$ cat config.mk
export PLATFORM = sky130hd
export DESIGN_NAME = cocp_fifo
export DESIGN_NICKNAME = d
export VERILOG_FILES = /design/src/hw/rtl/cocp_pkg.sv /design/src/hw/rtl/cocp_fifo.sv
export SDC_FILE = /design/constraint.sdc
export NUM_CORES = 1
export LEC_CHECK = 0
export BUFFER_PORTS_ARGS = -buffer_cell sky130_fd_sc_hd__buf_4
export CORE_AREA = 2 2 409 411
export DETAILED_ROUTE_END_ITERATION = 6
export DIE_AREA = 0 0 411 413
export PLACE_DENSITY_LB_ADDON = 0.15
export SLEW_MARGIN = 20
export SYNTH_ARGS = -nofsm -noshare
export SYNTH_HDL_FRONTEND = slang
export SYNTH_SLANG_ARGS = --single-unit
export TNS_END_PERCENT = 100
$ cat constraint.sdc
create_clock -name clock -period 12.72 [get_ports clock]
set_input_delay 0.636 -clock clock [delete_from_list [all_inputs] [get_ports clock]]
set_output_delay 0.636 -clock clock [all_outputs]
set_load 0.005 [all_outputs]
$ cat src/hw/rtl/cocp_pkg.sv
package cocp_pkg;

   localparam int unsigned QUEUE_DEPTH = 2;
   localparam int unsigned QUEUE_AW    = 1;
   localparam int unsigned MUL_CHUNK   = 17;
   localparam int unsigned MUL_STEPS   = 4;
   localparam int unsigned DIV_STEPS   = 16;

   localparam logic [16:0] Q_ONE = 17'h10000;

   localparam logic KIND_LOAD = 1'b0;
   localparam logic KIND_TEST = 1'b1;

   typedef logic signed [31:0]  coord_type;
   typedef logic signed [32:0]  diff_type;
   typedef logic signed [67:0]  dot_type;
   typedef logic signed [135:0] prod_type;

   typedef struct packed {
      logic             kind;
      logic signed [31:0] start_x;
      logic signed [31:0] start_y;
      logic signed [31:0] start_z;
      logic signed [31:0] end_x;
      logic signed [31:0] end_y;
      logic signed [31:0] end_z;
      logic [30:0]      radius;
   } req_type;

   typedef struct packed {
      logic             hit;
      logic [62:0]      distance_sq;
      logic [16:0]      param_a;
      logic [16:0]      param_b;
      logic signed [31:0] closest_a_x;
      logic signed [31:0] closest_a_y;
      logic signed [31:0] closest_a_z;
      logic signed [31:0] closest_b_x;
      logic signed [31:0] closest_b_y;
      logic signed [31:0] closest_b_z;
   } rsp_type;

   typedef struct packed {
      coord_type [2:0] p1;
      coord_type [2:0] p2;
      diff_type [2:0]  d1;
      diff_type [2:0]  d2;
      diff_type [2:0]  r;
      logic [31:0]     rsum;
   } job_type;

   typedef struct packed {
      logic    go;
      dot_type op_a;
      dot_type op_b;
   } mul_req_type;

   typedef struct packed {
      logic     done;
      prod_type prod;
   } mul_rsp_type;

   typedef struct packed {
      logic     go;
      prod_type num;
      prod_type den;
   } div_req_type;

   typedef struct packed {
      logic        done;
      logic [16:0] quo;
   } div_rsp_type;

endpackage

$ cat src/hw/rtl/cocp_fifo.sv
module cocp_fifo (
   input  logic              clock,
   input  logic              reset,
   input  logic              push,
   input  cocp_pkg::job_type din,
   output logic              full,
   input  logic              pop,
   output cocp_pkg::job_type dout,
   output logic              empty
);
   import cocp_pkg::*;

   job_type               data_ff [QUEUE_DEPTH];
   logic [QUEUE_AW-1:0]   wr_ptr_ff, wr_ptr_in;
   logic [QUEUE_AW-1:0]   rd_ptr_ff, rd_ptr_in;
   logic [QUEUE_AW:0]     count_ff, count_in;
   logic                  do_push;
   logic                  do_pop;

   assign full    = (count_ff == (QUEUE_AW + 1)'(QUEUE_DEPTH));
   assign empty   = (count_ff == '0);
   assign do_push = push && !full;
   assign do_pop  = pop && !empty;
   assign dout    = data_ff[rd_ptr_ff];

   always_comb begin
      wr_ptr_in = wr_ptr_ff + QUEUE_AW'(do_push);
      rd_ptr_in = rd_ptr_ff + QUEUE_AW'(do_pop);
      count_in  = count_ff + (QUEUE_AW + 1)'(do_push) - (QUEUE_AW + 1)'(do_pop);
   end

   always_ff @(posedge clock) begin
      if (reset) begin
         wr_ptr_ff <= '0;
         rd_ptr_ff <= '0;
         count_ff  <= '0;
      end else begin
         wr_ptr_ff <= wr_ptr_in;
         rd_ptr_ff <= rd_ptr_in;
         count_ff  <= count_in;
      end
   end

   always_ff @(posedge clock) begin
      if (do_push) begin
         data_ff[wr_ptr_ff] <= din;
      end
   end

endmodule

Word level (Yosys, flattened, before mapping):

Memory sizes are Yosys's and may differ from the RTL's. A register that Yosys moved wholly into a read port is not among the register bits.
Index checks and enable logic that the tools add are counted.
Widths: inputs -> output; s select.

* add/sub/neg operators: 4
* eq/ne operators: 1
* mux-type cells: 3
* reduce and logical (&&, ||, !) cells: 5

Operator list (count)
* $mux 1: 3
* $add 1x1->1: 2
* $add 2x1->2: 1
* $eq 2x2->1 const B: 1
* $logic_and 1x1->1: 2
* $logic_not 1->1: 2
* $logic_not 2->1: 1
* $sub 2x1->2: 1

* bits in registers: 4
* bits in writable memories: 1042
* input port bits: 525
* output and inout port bits: 523
* word-level logic and storage cells: 17
* memories: 1

Memories
* data_ff: depth 2, width 521, read ports 1, clocked after memory_dff 1, wr ports 1, line cocp_fifo.sv:13 `job_type data_ff [QUEUE_DEPTH];`

Logic depth before layout (Yosys ltp):

* word-level depth: 5
* depth in mapped cells: 7
* mapped depth without buffers: 7

Worst setup path after synthesis:

No wires, ideal clock.

* kind: input-to-reg
* start: input port push
* end: memory data_ff[1][0] in the netlist's numbering (enable)
* library setup time: 957 ps
* arrival: 12645 ps
* required time: 11763 ps
* setup slack: -882 ps
* cell stages on the path: 2
* path buffers: 0
* cells stage by stage: and2_1 > ha_1

* cells in the longest elaborated chain, start to end: 3

RTL lines
* from (decl): line cocp_fifo.sv:4 `input logic push,`
* $logic_and 1x1->1: line cocp_fifo.sv:22 `assign do_push = push && !full;`
* $mux 1: line cocp_fifo.sv:45 `if (do_push) begin`
* $mux 1 (implied by the code): line cocp_fifo.sv:46 `data_ff[wr_ptr_ff] <= din;`
* to (decl): line cocp_fifo.sv:13

Every way passes these cells.

==> out/qor.csv <==
metric,value,unit
p_leak,18.9,nW
ys_seq_elements,1046,
regToRegStartpoint,count_ff[0]$_SDFF_PP0_,
cts_buffers,117,
htreeDepth,3,
drtIter0Drc,987,
rsz0062_at_grt,no,
dieArea,170000,µm²
max_slew_margin,25.7,%
hold_violations,0,
mappedNetlistNets,2173,
placed_cell_area,48200,µm²
regToRegSetupSlack,8.89,ns
outcome,"finished, final reports clean",
first_pass_iters,5,
drc,0,
vias,20100,
grt_pass1_wl,156,mm
synth.top_cells.by_area,"edfxtp_1 (82%), mux2_2 (15%), buf_6 (1.6%)",
insertion_delay,0.71,ns
drv_cap,0,
routabilityCongestion,0.856,
cts_setup_buffers,0,
worstPathArrival,4.47,ns
synth.distinct_cells,14,
cts_root_buf,clkbuf_16,
synth_top_cell_by_area,edfxtp_1,
drt-total-wl,116,mm
dp_hpwl,83.2,mm
hp-class,in -> reg,
die_x,411,µm
viasPerCell,3.92,
wl_per_cell,22.5,µm
synth_cells,1644,
hp-start,din[227],
cts_resized,0,
multi_input_area,6030,µm²
core-area,166000,µm²
final_area,52400,µm²
area_growth,37.9,%
fin_worst_skew,0.0207,ns
fp-row-count,150,
ir_drop,109,µV
drtAntennaViolNets,0,
powerDensity,192,nW/µm²
final-setup-viol-count,0,
worst_pin_slew,1.11,ns
netlist.area_leader.share,82.3,%
cp_max_fo,134,
grt_overflow,0,
reg2reg_to,data_ff[1][376]$_DFFE_PP_,
hold_ws,0.107,ns
critPathCaptureType,output pin,
grtUsageTotal,13.0,%
die_y,413,µm
num-fill-cells,16400,
seq_area_frac_synth,82.5,%
grt_pass1_vias,21800,
cts_tree,yes,
final_layout_size_suffix_gt1_share,59.7,%
syn-cell-area,38000,µm²
tns,0,ns
cts.path.max_buffers,3,
path_clk_slew,0.06,ns
start_util,22.9,%
ios,1048,
fmax,0.196,GHz
grt_max_degree,146,
rr_worst_depth,5,
final_util,31.6,%
power,10.1,mW
post-route-period-util,40.2,%
synth_area_per_cell,23.1,µm²
cp-start-kind,register,
port_buffers,1047,
finalMaxSlewViolations,0,
cp.required,12.08,ns
antenna_found_initial,24,
min_period,5.11,ns
seq_area,31400,µm²
ys_warn_count,0,
cts_sinks,1046,
whs_path_depth,1,
nNetsFinal,3349,
path_class,reg -> out,
min_to,data_ff[1][227]$_DFFE_PP_,
==> cells by family after synthesis <==
logic type / Yosys count / share of synthesized area (%)
AND/OR/NAND/NOR: 9 / 0.115
flip-flops: 1046 / 82.5
AO/OA/AOI/OAI: 1 / 0.0198
multiplexers: 522 / 15.5
buffers and inverters: 61 / 1.67
XOR/XNOR: 1 / 0.0593
adder cells (fa/ha/maj): 4 / 0.132
==> cell usage after synthesis, drive strengths merged <==
| cell | instances |
|---|---|
| inv | 3 |
| and2 | 1 |
| ha | 4 |
| dfxtp | 4 |
| nand2 | 1 |
| edfxtp | 1042 |
| nor2 | 4 |
| nand2b | 1 |
| mux2 | 522 |
| o21a | 1 |
| xnor3 | 1 |
| nor2b | 2 |
| buf | 58 |
==> cell type report <==
cell class	instances	share of cell area [%]
Antenna cell	10	0.0477
Clock buffer	151	5.91
Clock inverter	62	1.00
Inverter	3	0.0215
Multi-Input combinational cell	537	11.5
Sequential cell	1046	59.9
Tap cell	2204	5.26
Timing Repair Buffer	1115	16.4
==> power breakdown <==
group          internal (mW)  switching, mW
Clock                   1.87           1.32
Combinational           1.21           1.16
Sequential              4.38          0.128
Total                   7.46           2.61
==> critical path, stage by stage (launching register included) <==
cell     delay [ns]
dfxtp_4        0.71
buf_12         0.51
buf_4          0.71
buf_4          0.80
mux2_2         0.43
buf_4          0.14
==> metrics by stage <==
step	setup WS, ns	std cells
2_1_floorplan	-0.882	1644
3_3_place_gp	8.50	4852
3_5_place_dp	8.41	4852
4_1_cts	7.57	5118
5_1_grt	7.35	5127
6_report	7.61	5128
==> state kept, by name (all words and copies together) (netlist names) <==
name       count
data_ff     1042
count_ff       2
rd_ptr_ff      1
wr_ptr_ff      1
==> worst max path at each step <==
stage	from	endpoint	slack, ns
after floorplan	push	data_ff[1][0]$_DFFE_PP_	-0.88
after global placement	rd_ptr_ff$_SDFF_PP0_	dout[397]	8.50
after detailed placement	rd_ptr_ff$_SDFF_PP0_	dout[392]	8.41
after global routing	rd_ptr_ff$_SDFF_PP0_	dout[298]	7.35
final	rd_ptr_ff$_SDFF_PP0_	dout[393]	7.61
after CTS	rd_ptr_ff$_SDFF_PP0_	dout[392]	7.57
==> cells in the final DEF (no fill, tap or decap), types with 3 or more instances in the layout <==
cell,count
buf_12,7
buf_4,1055
bufinv_16,8
clkbuf_1,32
clkbuf_16,119
clkinv_1,29
clkinv_2,19
dfxtp_1,3
diode_2,10
dlygate4sd3_1,53
edfxtp_1,1042
inv_1,3
mux2_2,522
nor2_1,4
==> metal layers <==
layer	wire length, µm	vias to the layer above	share of wire, %	track usage, %
met5	90	-	0.078	0
met4	4110	18	3.6	5.32
met3	11000	200	9.5	5.82
met2	60900	766	53	23.4
met1	39500	10100	34	12.9
li1	-	8983	-	-
==> repair_timing <==
action | CTS | global route
endpoints found under the setup margin | 0 | 0
hold buffers | 53 | 0
endpoints found under the hold margin | 103 | 0
Note: power is estimated with default switching activity, not from simulation.
