===== src/hw/rtl/cocp_pkg.sv =====
package cocp_pkg;

   localparam int unsigned QUEUE_DEPTH = 2;
   localparam int unsigned QUEUE_AW    = 1;
   localparam int unsigned MUL_CHUNK   = 17;
   localparam int unsigned MUL_STEPS   = 4;
   localparam int unsigned DIV_STEPS   = 16;

   localparam logic [16:0] Q_ONE = 17'h10000;

   localparam logic KIND_LOAD = 1'b0;
   localparam logic KIND_TEST = 1'b1;

   typedef logic signed [31:0]  coord_type;
   typedef logic signed [32:0]  diff_type;
   typedef logic signed [67:0]  dot_type;
   typedef logic signed [135:0] prod_type;

   typedef struct packed {
      logic             kind;
      logic signed [31:0] start_x;
      logic signed [31:0] start_y;
      logic signed [31:0] start_z;
      logic signed [31:0] end_x;
      logic signed [31:0] end_y;
      logic signed [31:0] end_z;
      logic [30:0]      radius;
   } req_type;

   typedef struct packed {
      logic             hit;
      logic [62:0]      distance_sq;
      logic [16:0]      param_a;
      logic [16:0]      param_b;
      logic signed [31:0] closest_a_x;
      logic signed [31:0] closest_a_y;
      logic signed [31:0] closest_a_z;
      logic signed [31:0] closest_b_x;
      logic signed [31:0] closest_b_y;
      logic signed [31:0] closest_b_z;
   } rsp_type;

   typedef struct packed {
      coord_type [2:0] p1;
      coord_type [2:0] p2;
      diff_type [2:0]  d1;
      diff_type [2:0]  d2;
      diff_type [2:0]  r;
      logic [31:0]     rsum;
   } job_type;

   typedef struct packed {
      logic    go;
      dot_type op_a;
      dot_type op_b;
   } mul_req_type;

   typedef struct packed {
      logic     done;
      prod_type prod;
   } mul_rsp_type;

   typedef struct packed {
      logic     go;
      prod_type num;
      prod_type den;
   } div_req_type;

   typedef struct packed {
      logic        done;
      logic [16:0] quo;
   } div_rsp_type;

endpackage


===== src/hw/rtl/cocp_div.sv =====
module cocp_div (
   input  logic                  clock,
   input  logic                  reset,
   input  cocp_pkg::div_req_type req,
   output cocp_pkg::div_rsp_type rsp
);
   import cocp_pkg::*;

   typedef enum logic [2:0] {
      D_IDLE  = 3'b001,
      D_CHECK = 3'b010,
      D_RUN   = 3'b100
   } dstate_type;

   dstate_type          state_ff, state_in;
   logic signed [136:0] rem_ff, rem_in;
   logic signed [136:0] den_ff, den_in;
   logic signed [136:0] rem2;
   logic [16:0]         q_ff, q_in;
   logic [3:0]          cnt_ff, cnt_in;
   logic                done_ff, done_in;

   always_comb begin
      rem2     = rem_ff <<< 1;
      state_in = state_ff;
      rem_in   = rem_ff;
      den_in   = den_ff;
      q_in     = q_ff;
      cnt_in   = cnt_ff;
      done_in  = 1'b0;
      unique case (state_ff)
         D_IDLE: begin
            if (req.go) begin
               rem_in   = 137'(req.num);
               den_in   = 137'(req.den);
               state_in = D_CHECK;
            end
         end
         D_CHECK: begin
            q_in   = '0;
            cnt_in = '0;
            if (rem_ff <= 0) begin
               done_in  = 1'b1;
               state_in = D_IDLE;
            end else if (rem_ff >= den_ff) begin
               q_in     = Q_ONE;
               done_in  = 1'b1;
               state_in = D_IDLE;
            end else begin
               state_in = D_RUN;
            end
         end
         D_RUN: begin
            if (rem2 >= den_ff) begin
               rem_in = rem2 - den_ff;
               q_in   = {q_ff[15:0], 1'b1};
            end else begin
               rem_in = rem2;
               q_in   = {q_ff[15:0], 1'b0};
            end
            cnt_in = cnt_ff + 4'd1;
            if (cnt_ff == 4'(DIV_STEPS - 1)) begin
               done_in  = 1'b1;
               state_in = D_IDLE;
            end
         end
         default: state_in = D_IDLE;
      endcase
   end

   assign rsp.done = done_ff;
   assign rsp.quo  = q_ff;

   always_ff @(posedge clock) begin
      if (reset) begin
         state_ff <= D_IDLE;
         done_ff  <= 1'b0;
         cnt_ff   <= '0;
      end else begin
         state_ff <= state_in;
         done_ff  <= done_in;
         cnt_ff   <= cnt_in;
      end
   end

   always_ff @(posedge clock) begin
      rem_ff <= rem_in;
      den_ff <= den_in;
      q_ff   <= q_in;
   end

endmodule


===== config.mk =====
export PLATFORM = sky130hd
export DESIGN_NAME = cocp_div
export DESIGN_NICKNAME = d
export VERILOG_FILES = /design/src/hw/rtl/cocp_pkg.sv /design/src/hw/rtl/cocp_div.sv
export SDC_FILE = /design/constraint.sdc
export NUM_CORES = 1
export LEC_CHECK = 0
export BUFFER_PORTS_ARGS = -buffer_cell sky130_fd_sc_hd__buf_4
export CAP_MARGIN = 30
export CORE_MARGIN = 2
export CORE_UTILIZATION = 65
export CTS_CLUSTER_DIAMETER = 200
export DETAILED_ROUTE_END_ITERATION = 6
export GPL_TIMING_DRIVEN = 0
export PLACE_DENSITY = 0.93
export SYNTH_ARGS = -nofsm -noshare
export SYNTH_HDL_FRONTEND = slang
export SYNTH_SLANG_ARGS = --single-unit

===== constraint.sdc =====
create_clock -name clock -period 16.84 [get_ports clock]
set_clock_uncertainty 0.05 [all_clocks]
set_input_delay 0.842 -clock clock [delete_from_list [all_inputs] [get_ports clock]]
set_output_delay 0.842 -clock clock [all_outputs]
set_load 0.05 [all_outputs]

# After elaboration in Yosys (flattened, before gate mapping)
# Cells that the tools add are included.
# word_totals
output_inout_bits	18
word_cells	39
ff_bits	298
input_bits	275
# classes
addsub	2
muxes	17
order_cmp	3
n_reduce_logical	5
n_eq_ne	6
# ops
cell	n
>= comparator 137 x 136 -> 1 bit	2
2-to-1 mux 137 bit	2
one-hot mux 137 bit (2 select lines)	1
less-or-equal comparator 137 x 1 -> 1 bit (second input constant)	1
subtractor 137 x 136 -> 137 bit	1
2-to-1 mux 17 bit	2
one-hot mux 17 bit (2 select lines)	1
2-to-1 mux 3 bit	4
one-hot mux 3 bit (3 select lines)	1
one-hot mux 4 bit (2 select lines)	1
AND reduction 2 bit	3
adder 4 x 1 -> 4 bit (second input constant)	1
== test 4 bit (second input constant)	1
2-to-1 mux 1 bit	4
inequality test 2 bit (second input constant)	2
nonzero test 2 bit	2
== test 3 x 1 -> 1 bit (second input constant)	1
== test 3 x 2 -> 1 bit (second input constant)	1
== test 3 bit (second input constant)	1
one-hot mux 1 bit (2 select lines)	1

# Depth between registers and ports, before layout
# depth
depth_word	4
depth_mapped	17
ltp_nobuf	14

# Worst setup path after synthesis
# Ideal clock, no wire load.
# synth_path
path_type	input port to flip-flop
startpoint	input port req[272] in the netlist's numbering
endpoint	register rem_ff[0] (enable)
slack_ns	5.415
n_path_buf	0
setup_time_ns	0.823
path_stages	2
arrival_time_ns	10.552
t_required_ns	15.967
path_cell_list	nand3b_1 > o21ai_0
# synth_via
elab_chain_cells	2
# synth_lines
element	line_no	rtl
start, declared	cocp_div.sv:4	input cocp_pkg::div_req_type req,
inequality test 2 bit (no line)	-	
AND reduction 2 bit (no line)	-	
end signal, assigned	cocp_div.sv:87	rem_ff <= rem_in;
end, declared	cocp_div.sv:16	logic signed [136:0] rem_ff, rem_in;
# No other way between the ends.
# A chain may end at the register's enable or synchronous reset.

# Worst setup path in the final report
# layout_path
startpoint	register rem_ff[15]
endpoint	register rem_ff[100], data pin
# layout_via
elab_chain_cells	3
word_cells_on_any_way	4
classes_between	add/sub (1); order compare (1); mux (2)
# layout_lines
element	line_no	rtl
subtractor 137 x 136 -> 137 bit or >= comparator 137 x 136 -> 1 bit (tied branches)	cocp_div.sv:55, cocp_div.sv:54	
2-to-1 mux 137 bit (*)	cocp_div.sv:54	if (rem2 >= den_ff) begin
one-hot mux 137 bit (2 select lines) (*)	cocp_div.sv:31	unique case (state_ff)
named net rem_in[100]	cocp_div.sv:16	
# Mark *: on every way through the listed nets, which the timed path passes. The rest lies on a longest branch.

==> results.toml <==
[power]
power_density_mw_per_mm2 = 86.52
power_w = 0.002569
ir_drop_v = 0.00009217
p_leak_nw = 13.11

[critical_path]
cp-end-kind = "register"
required_ns = 17.08
path_class = "register to register"
arrival_ns = 5.72
start_kind = "register"
worstPathMaxFanout = 8
rrSetupSlack_ns = 11.36

[drt]
drc = 2
viasPerCell = 6.903
num_vias = 26250
finalWirelength_um = 96390
postRouteAntennaNets = 0
dr.pass1.iters = 7
wire_per_inst_um = 25.35
drt_iter0_drc = 3492

[global_routing]
grt_pass1_wl_um = 144600
grt_start_max_net_pins = 40
grt_overflow = 0
grt_pass1_vias = 25680
antenna_found_initial = 3
grt_usage = 0.4579

[clock_network]
h-tree-depth = 2
clockBufferDepth = 3
insertion_delay_ns = 0.57
cts-resized-gates = 0
hold_buffers = 0
clock_sinks = 298
cts_setup_buffers = 0
cts_tree = "yes"
numCtsBuffers = 34
ctsRootBufferMaster = "clkbuf_16"
clk_pin_slew_worst_paths_ns = 0.06

[floorplanning]
start_util = 0.6602
core-area_sq_mm = 0.03874
boundaryPins = 293
row_count = 72
die-area_sq_mm = 0.04095
die_y_um = 202.4
dieWidth_um = 202.4

[sta]
setup_viol = 0
finalMaxSlewViolations = 0
setup_tns_ns = 0
min_period_ns = 5.479
relSlewSlack = 0.2639
fin_crit_sh = 0.3254
max_freq_mhz = 182.5
rsz0062_at_grt = "false"
hold_viol_final = 0
worst_pin_slew_ns = 1.104

[yosys]
synthCells = 2919
synth-edff-count = 290
synth_seq_cells = 298
synth_ff_type = "edfxtp_1"
synth_area_per_cell_sq_um = 8.761
synth-seq-area-share = 0.3468
synthTopCellsByArea = "edfxtp_1 (34%), ha_1 (13%), a21oi_1 (6.7%), nand2_1 (4.1%), mux2i_1 (3.5%)"
syn-num-nets = 3469
synth.most_common_cell = "a21oi_1"
yosys-top-cells-count = "a21oi_1 (340), edfxtp_1 (290), nand2_1 (278)"
synth_area_leader_cell = "edfxtp_1"
synth_top_area_frac = 0.3405
ys_warn_count = 0
synth.distinct_cells = 85
async_flop_share = 0
syn_area_sq_mm = 0.02557

[run_status]
violations = "design-rule violations"
status = "complete, but fails checks"

[placed_design]
portBuffers = 291
gp_congestion = 1.104
hpwl_um = 75470

[job]
max_cap_violations = 0

[finish]
fillers = 2647
drive_above_1_share = 0.1303
nets = 3809
area_growth_pct = 16.11

[worst_hold_path]
hold_class = "primary input to register"
## cell families (layout without fill, tap and decap cells)
family	Yosys count	after routing	synth area share
buffers and inverters	360	725	0.05783
multiplexers	90	90	0.03528
adder cells (fa/ha/maj)	275	275	0.1348
XOR/XNOR	121	121	0.04144
flip-flops	298	298	0.3468
AO/OA/AOI/OAI	941	941	0.2257
other	0	1	0
AND/OR/NAND/NOR	834	834	0.1581
## report_power, final
| part | leakage, nW | switching (W) | total, W | internal [W] |
|---|---|---|---|---|
| Clock | 0.512 | 0.000329 | 0.000745 | 0.000417 |
| Combinational | 9.78 | 0.000569 | 0.000906 | 0.000337 |
| Sequential | 2.82 | 0.0000442 | 0.000918 | 0.000874 |
## cell type report
class                      instances  area, sq um  share of cell area
sequential                       298         8869              0.2987
buffer                           154        705.7             0.02377
clock buffer                      43        905.9             0.03051
antenna                            1        2.502          0.00008427
multi-input combinational       2261        15240              0.5134
clock inverter                    18        165.2            0.005562
inverter                         206        773.2             0.02604
timing repair buffer             304         2380             0.08014
tap                              518        648.1             0.02183
## sequential cells by signal (all words and copies together) (netlist names)
signal,flops
rem_ff,137
den_ff,136
q_ff,17
cnt_ff,4
state_ff,3
done_ff,1
## layer usage
layer | part of all wire | vias up | GRT usage
met5 | 0.00021 | - | 0
met4 | 0.069 | 4 | 0.2682
met3 | 0.13 | 443 | 0.1095
met2 | 0.44 | 2052 | 0.7226
met1 | 0.36 | 12230 | 0.5744
li1 | - | 11520 | -
## metrics by stage
step / cell area, sq um / hold slack, ns / cells / util / setup slack (ns)
final: 29690 / 0.3991 / 3803 / 0.7665 / 11.36
after global placement: 28410 / 0.3991 / 3728 / 0.7333 / 0.4583
after CTS: 29670 / 0.3958 / 3798 / 0.7660 / 11.19
after floorplan: 25570 / 0.3864 / 2919 / - / 5.415
after global routing: 29690 / 0.4021 / 3802 / 0.7665 / 11.34
after detailed placement: 28600 / 0.4509 / 3737 / 0.7383 / 11.29
## cell usage in the layout (no fill, tap or decap), types with 7 or more instances in the layout
master and count:
buf_12 8, buf_2 21, o211ai_1 12, clkbuf_16 35, nand3_1 44, buf_6 10
a211oi_1 11, a21boi_0 9, clkbuf_1 123, or3_1 13, and3_1 28, o21ai_1 93
o21ai_0 152, nor4_1 50, xnor2_1 72, a21oi_1 340, edfxtp_1 290, o21bai_1 57
or2_2 9, buf_4 298, mux2i_1 89, xor2_1 49, nand2b_1 12, a31oi_1 23
nand4_1 132, nand3b_1 7, nand2_1 278, nor2_1 163, nor3_1 46, a21o_1 117
ha_1 274, dfxtp_1 8, o31ai_1 19, and2_1 19, clkinv_1 7, o21a_1 21
nor2b_1 17, inv_1 206
## final timing paths
path / from / to / cells past startpoint
min: req[111] / den_ff[111] / 1
max: rem_ff[15] / rem_ff[100] / 15
min reg2reg: cnt_ff[3] / cnt_ff[3] / 1
max reg2reg: rem_ff[15] / rem_ff[100] / 15
## critical path: stages (launching register included)
cell	delay [ns]
edfxtp_1	0.61
ha_1	0.40
buf_2	0.20
nand4_1	0.23
nor4_1	0.42
buf_2	0.27
o211ai_1	0.25
nand3_1	0.25
a21boi_1	0.18
o31ai_1	0.34
a21oi_1	0.22
o21ai_0	0.88
nand3_1	0.19
and3_1	0.22
o21ai_0	0.34
a21oi_1	0.14
Power figures use the tool's default switching activity.
