## config.mk

```make
export PLATFORM = sky130hd
export DESIGN_NAME = cocp_front
export DESIGN_NICKNAME = d
export VERILOG_FILES = /design/src/hw/rtl/cocp_pkg.sv /design/src/hw/rtl/cocp_front.sv
export SDC_FILE = /design/constraint.sdc
export NUM_CORES = 1
export LEC_CHECK = 0
export BUFFER_PORTS_ARGS = -buffer_cell sky130_fd_sc_hd__buf_2
export CAP_MARGIN = 20
export CORE_AREA = 2 2 288 290
export CTS_BUF_LIST = sky130_fd_sc_hd__clkbuf_16
export DETAILED_ROUTE_END_ITERATION = 12
export DIE_AREA = 0 0 290 292
export GPL_ROUTABILITY_DRIVEN = 0
export GPL_TIMING_DRIVEN = 1
export PLACE_DENSITY = 0.55
export SYNTH_ARGS = -nofsm -noshare
export SYNTH_HDL_FRONTEND = slang
export SYNTH_SLANG_ARGS = --single-unit
export TNS_END_PERCENT = 1
```

## constraint.sdc

```tcl
create_clock -name clock -period 6.2 [get_ports clock]
set_input_delay 1.24 -clock clock [delete_from_list [all_inputs] [get_ports clock]]
set_output_delay 1.24 -clock clock [all_outputs]
set_load 0.01 [all_outputs]
```

## src/hw/rtl/cocp_pkg.sv

```systemverilog
package cocp_pkg;

   localparam int unsigned QUEUE_DEPTH = 2;
   localparam int unsigned QUEUE_AW    = 1;
   localparam int unsigned MUL_CHUNK   = 17;
   localparam int unsigned MUL_STEPS   = 4;
   localparam int unsigned DIV_STEPS   = 16;

   localparam logic [16:0] Q_ONE = 17'h10000;

   localparam logic KIND_LOAD = 1'b0;
   localparam logic KIND_TEST = 1'b1;

   typedef logic signed [31:0]  coord_type;
   typedef logic signed [32:0]  diff_type;
   typedef logic signed [67:0]  dot_type;
   typedef logic signed [135:0] prod_type;

   typedef struct packed {
      logic             kind;
      logic signed [31:0] start_x;
      logic signed [31:0] start_y;
      logic signed [31:0] start_z;
      logic signed [31:0] end_x;
      logic signed [31:0] end_y;
      logic signed [31:0] end_z;
      logic [30:0]      radius;
   } req_type;

   typedef struct packed {
      logic             hit;
      logic [62:0]      distance_sq;
      logic [16:0]      param_a;
      logic [16:0]      param_b;
      logic signed [31:0] closest_a_x;
      logic signed [31:0] closest_a_y;
      logic signed [31:0] closest_a_z;
      logic signed [31:0] closest_b_x;
      logic signed [31:0] closest_b_y;
      logic signed [31:0] closest_b_z;
   } rsp_type;

   typedef struct packed {
      coord_type [2:0] p1;
      coord_type [2:0] p2;
      diff_type [2:0]  d1;
      diff_type [2:0]  d2;
      diff_type [2:0]  r;
      logic [31:0]     rsum;
   } job_type;

   typedef struct packed {
      logic    go;
      dot_type op_a;
      dot_type op_b;
   } mul_req_type;

   typedef struct packed {
      logic     done;
      prod_type prod;
   } mul_rsp_type;

   typedef struct packed {
      logic     go;
      prod_type num;
      prod_type den;
   } div_req_type;

   typedef struct packed {
      logic        done;
      logic [16:0] quo;
   } div_rsp_type;

endpackage

```

## src/hw/rtl/cocp_front.sv

```systemverilog
module cocp_front (
   input  logic              clock,
   input  logic              reset,
   input  logic              req_push,
   input  cocp_pkg::req_type req_data,
   output logic              req_full,
   input  logic              q_full,
   output logic              q_push,
   output cocp_pkg::job_type q_job
);
   import cocp_pkg::*;

   coord_type [2:0] ref_start_ff, ref_start_in;
   coord_type [2:0] ref_end_ff, ref_end_in;
   logic [30:0]     ref_radius_ff, ref_radius_in;
   coord_type [2:0] in_start;
   coord_type [2:0] in_end;
   logic            accept;

   assign in_start = {req_data.start_z, req_data.start_y, req_data.start_x};
   assign in_end   = {req_data.end_z, req_data.end_y, req_data.end_x};
   assign accept   = req_push && !q_full;
   assign req_full = q_full;
   assign q_push   = accept && (req_data.kind == KIND_TEST);

   always_comb begin
      ref_start_in  = ref_start_ff;
      ref_end_in    = ref_end_ff;
      ref_radius_in = ref_radius_ff;
      if (accept && (req_data.kind == KIND_LOAD)) begin
         ref_start_in  = in_start;
         ref_end_in    = in_end;
         ref_radius_in = req_data.radius;
      end
   end

   always_comb begin
      q_job.p1   = ref_start_ff;
      q_job.p2   = in_start;
      q_job.rsum = 32'(ref_radius_ff) + 32'(req_data.radius);
      for (int i = 0; i < 3; i++) begin
         q_job.d1[i] = 33'(signed'(ref_end_ff[i])) - 33'(signed'(ref_start_ff[i]));
         q_job.d2[i] = 33'(signed'(in_end[i])) - 33'(signed'(in_start[i]));
         q_job.r[i]  = 33'(signed'(ref_start_ff[i])) - 33'(signed'(in_start[i]));
      end
   end

   always_ff @(posedge clock) begin
      if (reset) begin
         ref_start_ff  <= '0;
         ref_end_ff    <= '0;
         ref_radius_ff <= '0;
      end else begin
         ref_start_ff  <= ref_start_in;
         ref_end_ff    <= ref_end_in;
         ref_radius_ff <= ref_radius_in;
      end
   end

endmodule

```

Word level (Yosys, flattened, before mapping)
Index checks and enable logic that the tools add are counted.
{"block": "classes", "addsub": 10, "bitwise_logic": 1, "reduce_logical": 4}
{"operator": "$sub A32 B32 Y33", "n": 9}
{"operator": "$add A31 B31 Y32", "n": 1}
{"operator": "$logic_and A1 B1 Y1", "n": 3}
{"operator": "$logic_not A1 Y1", "n": 1}
{"operator": "$not A1 Y1", "n": 1}
{"block": "word_totals", "elab_cells": 22, "output_inout_bits": 523, "ff_bits": 223}

Logic depth before layout (Yosys ltp)
Gate-level depths: netlist of run 1.
{"block": "depth", "depth_word": 3, "mapped_depth": 14}

Worst setup path after synthesis of run 1
OpenSTA, ideal clock, no wires.
{"block": "synth_path", "path_kind": "input port to output port", "start": "input port req_data[140] (netlist bit)", "end": "output port q_job[128] (netlist bit)", "n_path_buf": 0, "setup_slack_ns": 0.731, "arrival_time_ns": 4.229, "stages": 13, "t_required_ns": 4.960, "path_cell_list": "inv_1 -> ha_1 -> a21o_1 -> a21o_1 -> a221o_1 -> or3_4 -> o2bb2ai_2 -> or4_1 -> a31oi_2 -> o21bai_2 -> a2111oi_2 -> nor3_1 -> xor2_1"}
{"item": "start: declaration", "line": "cocp_front.sv:5", "source": "input cocp_pkg::req_type req_data,"}
{"item": "end: declaration", "line": "cocp_front.sv:9", "source": "output cocp_pkg::job_type q_job"}

==> results.sh, run 1 <==
export IMPL_status="finished clean"
export IMPL_timing_slew_headroom=0.427
export IMPL_drive_above_1_share=0.214
export IMPL_dieArea_sq_um=84700
export IMPL_startpoint_type="primary input"
export IMPL_dieWidth_microns=290
export IMPL_pre_cts_slack_ps=192
export IMPL_final_util=0.358
export IMPL_clock_skew_ps=0
export IMPL_grt_pass1_vias=24000
export IMPL_path_clk_slew_ps=60
export IMPL_grt_max_degree=132
export IMPL_avgSynthCellArea_sq_um=7.19
export IMPL_fill_cells=8877
export IMPL_cp_slowest_cell="or3_4"
export IMPL_io_buffers=750
export IMPL_drtIter0Drc=1215
export IMPL_yosysMostFrequentCell="nand2_1"
export IMPL_cts_post_setup_buffers_inserted=0
export IMPL_synth_cell_type_count=77
export IMPL_antenna_found_initial=7
export IMPL_dr_pass1_iters=5
export IMPL_worstHoldPathCells=2
export IMPL_synth_simple_gate_area_frac=0.182
export IMPL_synth_area_top_cells="dfxtp_1 19%, ha_1 17%, a21oi_1 9.6%, nand2_1 8.9%, xnor2_1 7.1%"
export IMPL_finalSetupTns_ps=0
export IMPL_slowest_delay_ps=430
export IMPL_synthXorXnorAreaFrac=0.102
export IMPL_yosysTopAreaCell="dfxtp_1"
export IMPL_synthArstFlopShare=0
export IMPL_drc=0
export IMPL_post_route_period_util=0.969
export IMPL_synth_compound_area_frac=0.262
export IMPL_syn_to_final_growth_pct=22.5
export IMPL_arrival_ps=4770
export IMPL_rsz0062_at_grt="no"
export IMPL_cellPowerDensity_nw_per_um2=218
export IMPL_design_core_area_sq_um=81600
export IMPL_rr_worst_depth=2
export IMPL_rows=105
export IMPL_clock_root_buffer="clkbuf_16"
export IMPL_htree_levels=1
export IMPL_yosys_warnings=0
export IMPL_vias=25300
export IMPL_grt_usage=0.210
export IMPL_slew_viol_final=0
export IMPL_regArea_sq_um=4460
export IMPL_cp_max_fo=6
export IMPL_syn_inst=3313
export IMPL_clkSinkCount=223
export IMPL_synth_top_family_by_area="compound AO/OA/AOI/OAI gates"
export IMPL_grt_pass1_wl_mm=141
export IMPL_hold_viol=0
export IMPL_synth_nets=3870
export IMPL_start_util=0.292
export IMPL_netlist_area_sq_um=23800
export IMPL_ant_nets=0
export IMPL_die_h_microns=292
export IMPL_fin_ws_ps=192
export IMPL_synthAdderAreaFrac=0.176
export IMPL_num_io_pins=751
export IMPL_grt_ovfl_total=0
export IMPL_vias_per_cell=5.02
export IMPL_finalWirelength_mm=93.4
export IMPL_synth_top_area_share=0.187
export IMPL_worst_pin_slew_ps=859
export IMPL_p_leak_nw=14.6
export IMPL_min_path_type="register to register"
export IMPL_end_kind="output pin"
export IMPL_wire_per_inst_microns=18.6
export IMPL_multiInputGateArea_sq_um=17200
export IMPL_synth_edf_count=0
export IMPL_critical_path_required_ps=4960
export IMPL_dp_cells=4969
export IMPL_maxCapViolations=0
export IMPL_cts_made_buffers=31
export IMPL_fmaxAchievable_ghz=0.166
export IMPL_dpl_hpwl_mm=76.9
export IMPL_setup_viol=0
export IMPL_ys_top_cells_by_count="568 x nand2_1, 459 x a21oi_1, 319 x ha_1, 290 x inv_1, 223 x dfxtp_1"
export IMPL_ys_seq_area_frac=0.187
export IMPL_layout_nets=4489
export IMPL_layout_min_cycle_time_ps=6010
export IMPL_final_cells=5033
export IMPL_crit_chain="buf_2 > inv_1 > ha_1 > a21o_1 > a21o_1 > a221o_1 > or3_4 > o2bb2ai_2 > or4_1 > a31oi_2 > o21bai_2 > a2111oi_2 > nor3_1 > xor2_1 > buf_2"
export IMPL_cts_tree="done"
export IMPL_clock_latency_ps=600
export IMPL_synth_ff_type="dfxtp_1"
export IMPL_synth_mux_area_frac=0
export IMPL_vdd_drop_max_mv=0.216
export IMPL_clockBufferDepth=3
export IMPL_crit_type="primary input to output pin"
export IMPL_synth_seq_cells=223
## worst paths after layout
| kind | to | start | slack [ps] |
|---|---|---|---|
| hold / removal | ref_end_ff[32] | ref_end_ff[32] | 460 |
| setup / recovery | q_job[128] | req_data[140] | 190 |
| setup reg to reg | q_job[507] | q_job[507] | 5300 |
| hold reg to reg | ref_end_ff[32] | ref_end_ff[32] | 460 |
## worst max-delay path, delay by kind of cell
kind,cells,cell delay (ps)
buffers and inverters,3,380
adder cells (fa/ha/maj),1,370
AO/OA/AOI/OAI,7,1670
XOR/XNOR,1,140
AND/OR/NAND/NOR,3,960
## metal layers
metal | global-route usage | vias to the layer above | wire [microns]
li1 | - | 12600 | -
met4 | 0.0561 | 0 | 2740
met2 | 0.368 | 733 | 44500
met1 | 0.264 | 11800 | 40700
met3 | 0.0370 | 121 | 5540
met5 | 0 | - | 0
## layout by cell type (no fill, tap or decap), types with 37 or more instances in the layout
cell / netlist / final
buf_2: 1 / 749
xnor2_1: 193 / 193
nand2_1: 568 / 568
nor3_1: 42 / 42
inv_1: 290 / 293
o21ai_1: 76 / 76
nand3_1: 55 / 55
a21o_1: 161 / 161
o21ai_0: 52 / 52
xor2_1: 85 / 85
o21bai_1: 37 / 37
a21oi_1: 459 / 459
ha_1: 319 / 319
nor2_1: 149 / 149
o21a_1: 44 / 44
dfxtp_1: 223 / 223
nor2b_1: 52 / 52
nand2b_1: 39 / 39
## area by class of cell
class                           instances  share of cell area
Inverter                              290              0.0373
Timing Repair Buffer                  778               0.137
Tap cell                             1070              0.0459
Antenna cell                            7            0.000600
Clock inverter                         26              0.0100
Multi-Input combinational cell       2608               0.589
Sequential cell                       223               0.153
Clock buffer                           31              0.0266
## state kept, by name, summed over array words and instances, names as in the netlist
name	flops
q_job	96
ref_end_ff	96
ref_radius_ff	31
## timing repair
item / 4_1_cts / 5_1_grt
hold buffers: 0 / 0
setup endpoints to repair: 0 / 2
resized for setup: 0 / 2
## power by group
part / total, mW / leakage, nW / internal, mW / switching [mW]
clock network: 1.93 / 0.519 / 1.15 / 0.779
logic: 2.91 / 12.3 / 1.14 / 1.77
registers: 1.53 / 1.81 / 1.48 / 0.0442
## stage by stage
step                power, mW  area (sq um)  hold WS, ps
floorplan                3.28         23800          436
global placement         4.47         28100          442
detailed placement       4.47         28100          449
CTS                      6.45         29200          457
global route             6.74         29200          470
finish                   6.37         29200          456
## logic make-up after synthesis
| group | count (synthesis) |
|---|---|
| AO/OA/AOI/OAI | 1012 |
| AND/OR/NAND/NOR | 989 |
| buffers and inverters | 482 |
| adder cells (fa/ha/maj) | 329 |
| XOR/XNOR | 278 |
| flip-flops | 223 |
Power figures use the tool's default switching activity.
==> run 2: changes to the inputs <==
PLACE_DENSITY = 0.48   (was 0.55)
==> results.sh, run 2 (synthesis gave the netlist of run 1 again) <==
export IMPL_status="finished clean"
export IMPL_clock_skew_ps=0
export IMPL_dr_wl_met2_mm=45.7
export IMPL_vias_per_cell=4.95
export IMPL_top_layer="met5"
export IMPL_drive_above_1_share=0.211
export IMPL_io_buffers=750
export IMPL_num_io_pins=751
export IMPL_end_kind="output pin"
export IMPL_dpl_hpwl_mm=75.9
export IMPL_startpoint_type="primary input"
export IMPL_grt_pass1_vias=24000
export IMPL_layout_nets=4481
export IMPL_wire_per_inst_microns=18.4
export IMPL_fill_cells=9003
export IMPL_maxCapViolations=0
export IMPL_antenna_found_initial=9
export IMPL_crit_type="primary input to output pin"
export IMPL_critical_path_required_ps=4960
export IMPL_slew_viol_final=0
export IMPL_rsz0062_at_grt="no"
export IMPL_clockBufferDepth=3
export IMPL_rrSetupSlack_ps=5380
export IMPL_syn_to_final_growth_pct=22.1
export IMPL_dr_wl_met3_mm=4.64
export IMPL_drtIter0Drc=1319
export IMPL_crit_chain="buf_2 > inv_1 > ha_1 > nor2b_1 > o31ai_1 > a211oi_1 > or3_4 > o2bb2ai_2 > or4_1 > a31oi_2 > o21bai_2 > a2111oi_2 > nor3_1 > xor2_1 > buf_2"
export IMPL_p_leak_nw=14.6
export IMPL_timing_slew_headroom=0.394
export IMPL_fin_hold_ws_ps=457
export IMPL_layout_min_cycle_time_ps=5920
export IMPL_fmaxAchievable_ghz=0.169
export IMPL_start_util=0.292
export IMPL_rows=105
export IMPL_clock_latency_ps=540
export IMPL_cts_tree="done"
export IMPL_clkSinkCount=223
export IMPL_crit_buf_inv=3
export IMPL_post_route_period_util=0.955
export IMPL_final_cell_mix="749 x buf_2, 568 x nand2_1, 459 x a21oi_1"
export IMPL_hold_viol=0
export IMPL_cp_slowest_cell="or4_1"
export IMPL_grt_pass1_wl_mm=140
export IMPL_postCtsHoldBufs=0
export IMPL_vdd_drop_max_mv=0.171
export IMPL_drc=0
export IMPL_htree_levels=2
export IMPL_slowest_delay_ps=440
export IMPL_crit_family="compound AO/OA/AOI/OAI gates"
export IMPL_worst_pin_slew_ps=909
export IMPL_cts_made_buffers=34
export IMPL_cellPowerDensity_nw_per_um2=216
export IMPL_met1Wirelength_mm=40.1
export IMPL_vias=24900
export IMPL_die_h_microns=292
export IMPL_grt_max_degree=154
export IMPL_clock_root_buffer="clkbuf_16"
export IMPL_arrival_ps=4680
export IMPL_layout_commonest_cell="buf_2"
export IMPL_min_path_type="register to register"
export IMPL_ant_nets=0
export IMPL_setup_viol=0
export IMPL_dr_pass1_iters=5
export IMPL_cp_max_fo=3
export IMPL_design_core_area_sq_um=81600
export IMPL_path_clk_slew_ps=50
export IMPL_crit_top_cell="buf_2"
export IMPL_finalSetupTns_ps=0
export IMPL_dieArea_sq_um=84700
export IMPL_p_total_mw=6.28
export IMPL_finalWirelength_mm=92.6
export IMPL_dieWidth_microns=290
export IMPL_grt_ovfl_total=0
export IMPL_grt_usage=0.208
==> run 2: per-layer routing <==
metal | global-route usage | vias up
li1 | - | 12600
met1 | 0.253 | 11500
met2 | 0.379 | 643
met3 | 0.0359 | 106
met4 | 0.0497 | 4
met5 | 0 | -
==> run 2: where the power goes <==
part / internal (mW) / leakage, nW / total, mW / switching, mW
clock: 1.09 / 0.530 / 1.88 / 0.792
sequential: 1.48 / 1.81 / 1.53 / 0.0459
combinational: 1.13 / 12.3 / 2.88 / 1.75
total: 3.70 / 14.6 / 6.28 / 2.58
==> run 2: path summary, 6_finish.rpt <==
path	from	to	cells past startpoint
setup reg to reg	q_job[519]	q_job[519]	2
hold / removal	ref_radius_ff[16]	ref_radius_ff[16]	2
setup / recovery	req_data[129]	q_job[128]	15
hold reg to reg	ref_radius_ff[16]	ref_radius_ff[16]	2
==> run 2: timing repair <==
item	4_1_cts	5_1_grt
setup buffers	0	0
resized for setup	0	2
setup endpoints to repair	0	2
==> run 2: per-stage QoR <==
stage / util / worst slack, ps / std cells / instance area [sq um]
after floorplan: - / 731 / 3313 / 23800
after global placement: 0.343 / 298 / 4958 / 28000
after detailed placement: 0.343 / 263 / 4958 / 28000
after CTS: 0.356 / 211 / 5019 / 29100
after global routing: 0.357 / 22.0 / 5022 / 29100
final: 0.357 / 281 / 5024 / 29100
==> run 2: final cells by class <==
class	instances	area [sq um]	area share
Sequential cell	223	4460	0.153
Clock inverter	27	201	0.00692
Timing Repair Buffer	767	3930	0.135
Inverter	290	1090	0.0374
Clock buffer	34	851	0.0292
Multi-Input combinational cell	2608	17200	0.591
Tap cell	1070	1340	0.0460
Antenna cell	5	12.5	0.000430
==> run 2: worst reg2reg max path: stages (launching register included) <==
cell     delay [ps]
dfxtp_1         520
nand2_1          90
a21oi_1         140
